==> src/rtl/mqts_pkg.sv <==
package mqts_pkg;

  localparam int unsigned VAL_W = 32;

  localparam logic [1:0] OP_ENQ  = 2'd0;
  localparam logic [1:0] OP_DEQ  = 2'd1;
  localparam logic [1:0] OP_STAT = 2'd2;
  // no meaning of its own, answered like a status beat
  localparam logic [1:0] OP_RSVD = 2'd3;

  localparam logic [1:0] ST_OK    = 2'd0;
  localparam logic [1:0] ST_EMPTY = 2'd1;
  localparam logic [1:0] ST_FULL  = 2'd2;

  typedef struct packed {
    logic [1:0]              opcode;
    logic signed [VAL_W-1:0] value;
  } mqts_in_t;

  typedef struct packed {
    logic signed [VAL_W-1:0] dequeued_value;
    logic signed [VAL_W-1:0] queue_max;
    logic                    queue_empty;
    logic [1:0]              status;
  } mqts_out_t;

  // broadcast to every cell of the chain
  typedef struct packed {
    logic                    enq;
    logic                    deq;
    logic signed [VAL_W-1:0] value;
  } mqts_bcast_t;

  function automatic logic signed [VAL_W-1:0] smax(input logic signed [VAL_W-1:0] a,
                                                   input logic signed [VAL_W-1:0] b);
    smax = (a > b) ? a : b;
  endfunction

endpackage

==> src/rtl/mqts_cell.sv <==
module mqts_cell
  import mqts_pkg::*;
#(
  parameter int unsigned IDX   = 0,
  parameter int unsigned CNT_W = 7
) (
  input  logic                    clk,
  input  mqts_bcast_t             bcast,
  input  logic [CNT_W-1:0]        count,
  input  logic signed [VAL_W-1:0] nbr_val,
  input  logic signed [VAL_W-1:0] nbr_max,
  output logic signed [VAL_W-1:0] val_o,
  output logic signed [VAL_W-1:0] max_o
);

  localparam logic [CNT_W-1:0] MY_IDX = CNT_W'(IDX);

  logic signed [VAL_W-1:0] val_r;
  logic signed [VAL_W-1:0] max_r;

  // max_r holds the max of this entry and every younger one behind it
  always_ff @(posedge clk) begin
    if (bcast.deq) begin
      val_r <= nbr_val;
      max_r <= nbr_max;
    end else if (bcast.enq) begin
      if (count == MY_IDX) begin
        val_r <= bcast.value;
        max_r <= bcast.value;
      end else if (MY_IDX < count) begin
        max_r <= smax(max_r, bcast.value);
      end
    end
  end

  assign val_o = val_r;
  assign max_o = max_r;

endmodule

==> config.mk <==
export PLATFORM = sky130hd
export DESIGN_NAME = mqts_cell
export DESIGN_NICKNAME = d
export VERILOG_FILES = /design/src/rtl/mqts_pkg.sv /design/src/rtl/mqts_cell.sv
export SDC_FILE = /design/constraint.sdc
export NUM_CORES = 1
export LEC_CHECK = 0
export BUFFER_PORTS_ARGS = -buffer_cell sky130_fd_sc_hd__buf_2
export CORE_ASPECT_RATIO = 0.75
export CORE_MARGIN = 2
export CORE_UTILIZATION = 42
export DETAILED_ROUTE_END_ITERATION = 6
export GPL_TIMING_DRIVEN = 0
export PLACE_DENSITY = 0.77
export SLEW_MARGIN = 30
export SYNTH_ARGS = -nofsm -noshare
export SYNTH_HDL_FRONTEND = slang
export SYNTH_SLANG_ARGS = --single-unit
==> constraint.sdc <==
create_clock -name clk -period 4.2 [get_ports clk]
set_input_delay 0.42 -clock clk [delete_from_list [all_inputs] [get_ports clk]]
set_output_delay 0.42 -clock clk [all_outputs]
set_load 0.05 [all_outputs]
==> qor.txt <==
clock slew at reported path FFs = 0.07 ns
Max Cap Violations = 0
Detailed Route WL = 9530 um
routed len/inst = 14.6 um
Initial Utilization = 43.9%
Mapped Area = 3520 um^2
final setup violation count = 0
Iter 0 DRT Violations = 103
Synth Warn # = 0
Max-slew headroom = 62.5%
number of remaining DRC errors = 0
Setup TNS Final = 0 ns
Design Area, Final = 4740 um^2
Top Layer Used = met4
Cells after Synth = 359
nets@finish = 680
number of diodes = 0
vias per cell = 4.76
Final period util = 72.4%
gr usage total = 21.6%
Pleak = 2.44 nW
TritonCTS clock tree = built
Final GP Congestion = 0.804
initial antenna violation count = 0
pin count of the biggest net entering global routing = 20
via count of the first global-routing pass = 3267
CP Capture Type = flip-flop
Fmax = 329 MHz
Setup WS post-layout = 1.16 ns
clock sinks = 64
commonest non-fill, non-tap cells in the layout = buf_2 (168), nand2_1 (136), edfxtp_1 (64), nand2b_1 (33)
Area after DPL = 4560 um^2
grt total ovfl = 0
met3 wire len = 691 um
unrepaired setup endpoints after global routing = no
IO buf count = 168
post-layout util = 59.0%
Setup CP Type = flip-flop to flip-flop
share of cells above drive strength 1 = 34.6%
area grow syn2layout = 34.6%
DP Worst Slack = 1.03 ns
most common cell after layout, fill and taps aside = buf_2
Clk Tree Root Cell = clkbuf_8
Routed Antenna Nets = 0
Netlist cell types = 25
sequential-to-total area share from yosys stat = 54.6%
Required @ worst endpoint = 4.24 ns
die area = 9130 um^2
CP Launch Type = flip-flop
Clock Latency Late Sink = 0.34 ns
dpl hpwl = 7500 um
Max VDD drop = 0.000194 V
critical path arrival = 3.08 ns
Setup Fix Bufs, Post-CTS = 0
Slew Limit Fails = 0
worst path bufs/invs = 1
Hold Buf Count CTS = 0
CTS H-tree lvls = 3
Syn Nets = 497
die height = 83.3 um
first-pass GRT wire length = 15100 um
status = complete, no violations
Die W = 110 um
worst-path maximum fanout = 10
Crit-path slowest cell = or4_1
standard-cell rows = 28
final clock skew = 0.00628 ns
slew of the pin with the lowest slew margin = 0.559 ns
Power Density = 430 nW/um^2
Final min period = 3.04 ns
core area = 8020 um^2
Num CTS Buffers = 9
Ports = 170
vias = 3104
max incr delay on CP = 0.58 ns
synthesis-stage register bit count = 64
Hold Vio Cnt, Final = 0
Top Family by Delay on Critical Path = simple AND/OR/NAND/NOR gates
mean area per synthesized cell = 9.80 um^2
clock buffer depth = 2
M1 wire length = 4360 um
WL met2 = 4370 um
post-CTS sizing = 0
Hold Path Class = input port to flip-flop
1st-pass router iterations = 4
worst-path cell chain = ha_1, nand4_2, or4_1, o211ai_1, a311oi_1, nor4_4, buf_4
power by group:
| part | leakage [nW] | internal [mW] | switching, mW |
|---|---|---|---|
| clock network | 0.0941 | 0.272 | 0.243 |
| registers | 0.625 | 0.809 | 0.0348 |
| logic | 1.72 | 0.186 | 0.491 |
| total | 2.44 | 1.27 | 0.769 |
metrics by stage:
step	cells	hold slack, ns	power, mW
final	652	0.345	2.04
after floorplan	359	0.602	1.33
after global routing	652	0.347	2.13
after global placement	632	0.691	1.51
after detailed placement	636	0.693	1.54
after CTS	652	0.327	2.05
sequential cells by signal (all words and copies together) (netlist names):
register and flops:
max_o 32, val_o 32
cells by family (layout without fill, tap and decap cells):
| logic type | count (synthesis) | after routing | synth area share, % |
|---|---|---|---|
| simple gates | 192 | 192 | 24.4 |
| flops | 64 | 64 | 54.6 |
| buf+inv | 43 | 231 | 4.59 |
| fa+ha+maj | 32 | 32 | 11.4 |
| compound gates | 28 | 28 | 5.01 |
tightest hold or removal path, cell delays in order:
cell	delay (ns)
buf_2	0.07
nand2_1	0.04
nand2_1	0.05
metal layers:
metal  vias to the layer above  GRT usage, %
li1                       1579             -
met1                      1396          27.7
met2                       121          35.0
met3                         8          5.65
met4                         0          7.71
met5                         -             0
area by class of cell:
| class | count | area [um^2] |
|---|---|---|
| buffer | 11 | 41.3 |
| clock buffer | 12 | 135 |
| clock inverter | 4 | 45.0 |
| fill | 731 | 3290 |
| inverter | 32 | 120 |
| multi-input combinational | 252 | 1450 |
| sequential | 64 | 1920 |
| tap | 105 | 131 |
| timing repair buffer | 172 | 891 |
Yosys cell counts (all sizes together):
master	n	area [um^2]
o2bb2ai	1	8.76
edfxtp	64	1920
nand4	8	56.3
o21a	1	7.51
a221o	1	11.3
nor4	3	25.0
or4	2	15.0
nand2b	33	206
nor2	5	18.8
o21ba	1	10.0
o211ai	2	15.0
o21ai	5	25.0
nand2	136	510
a2111o	1	11.3
a311oi	1	8.76
nand3	2	10.0
a221oi	1	8.76
inv	32	120
nor2b	1	6.26
a21oi	14	70.1
clkbuf	11	41.3
nor3	2	10.0
ha	32	400
worst paths after layout:
kind | startpoint | cells past startpoint | slack (ns) | end
min | nbr_val[13] | 3 | 0.34 | val_o[13]
max reg2reg | max_o[31] | 7 | 1.16 | max_o[28]
max | max_o[31] | 7 | 1.16 | max_o[28]
min reg2reg | max_o[31] | 4 | 1.03 | max_o[1]
Note: power is estimated with default switching activity, not from simulation.
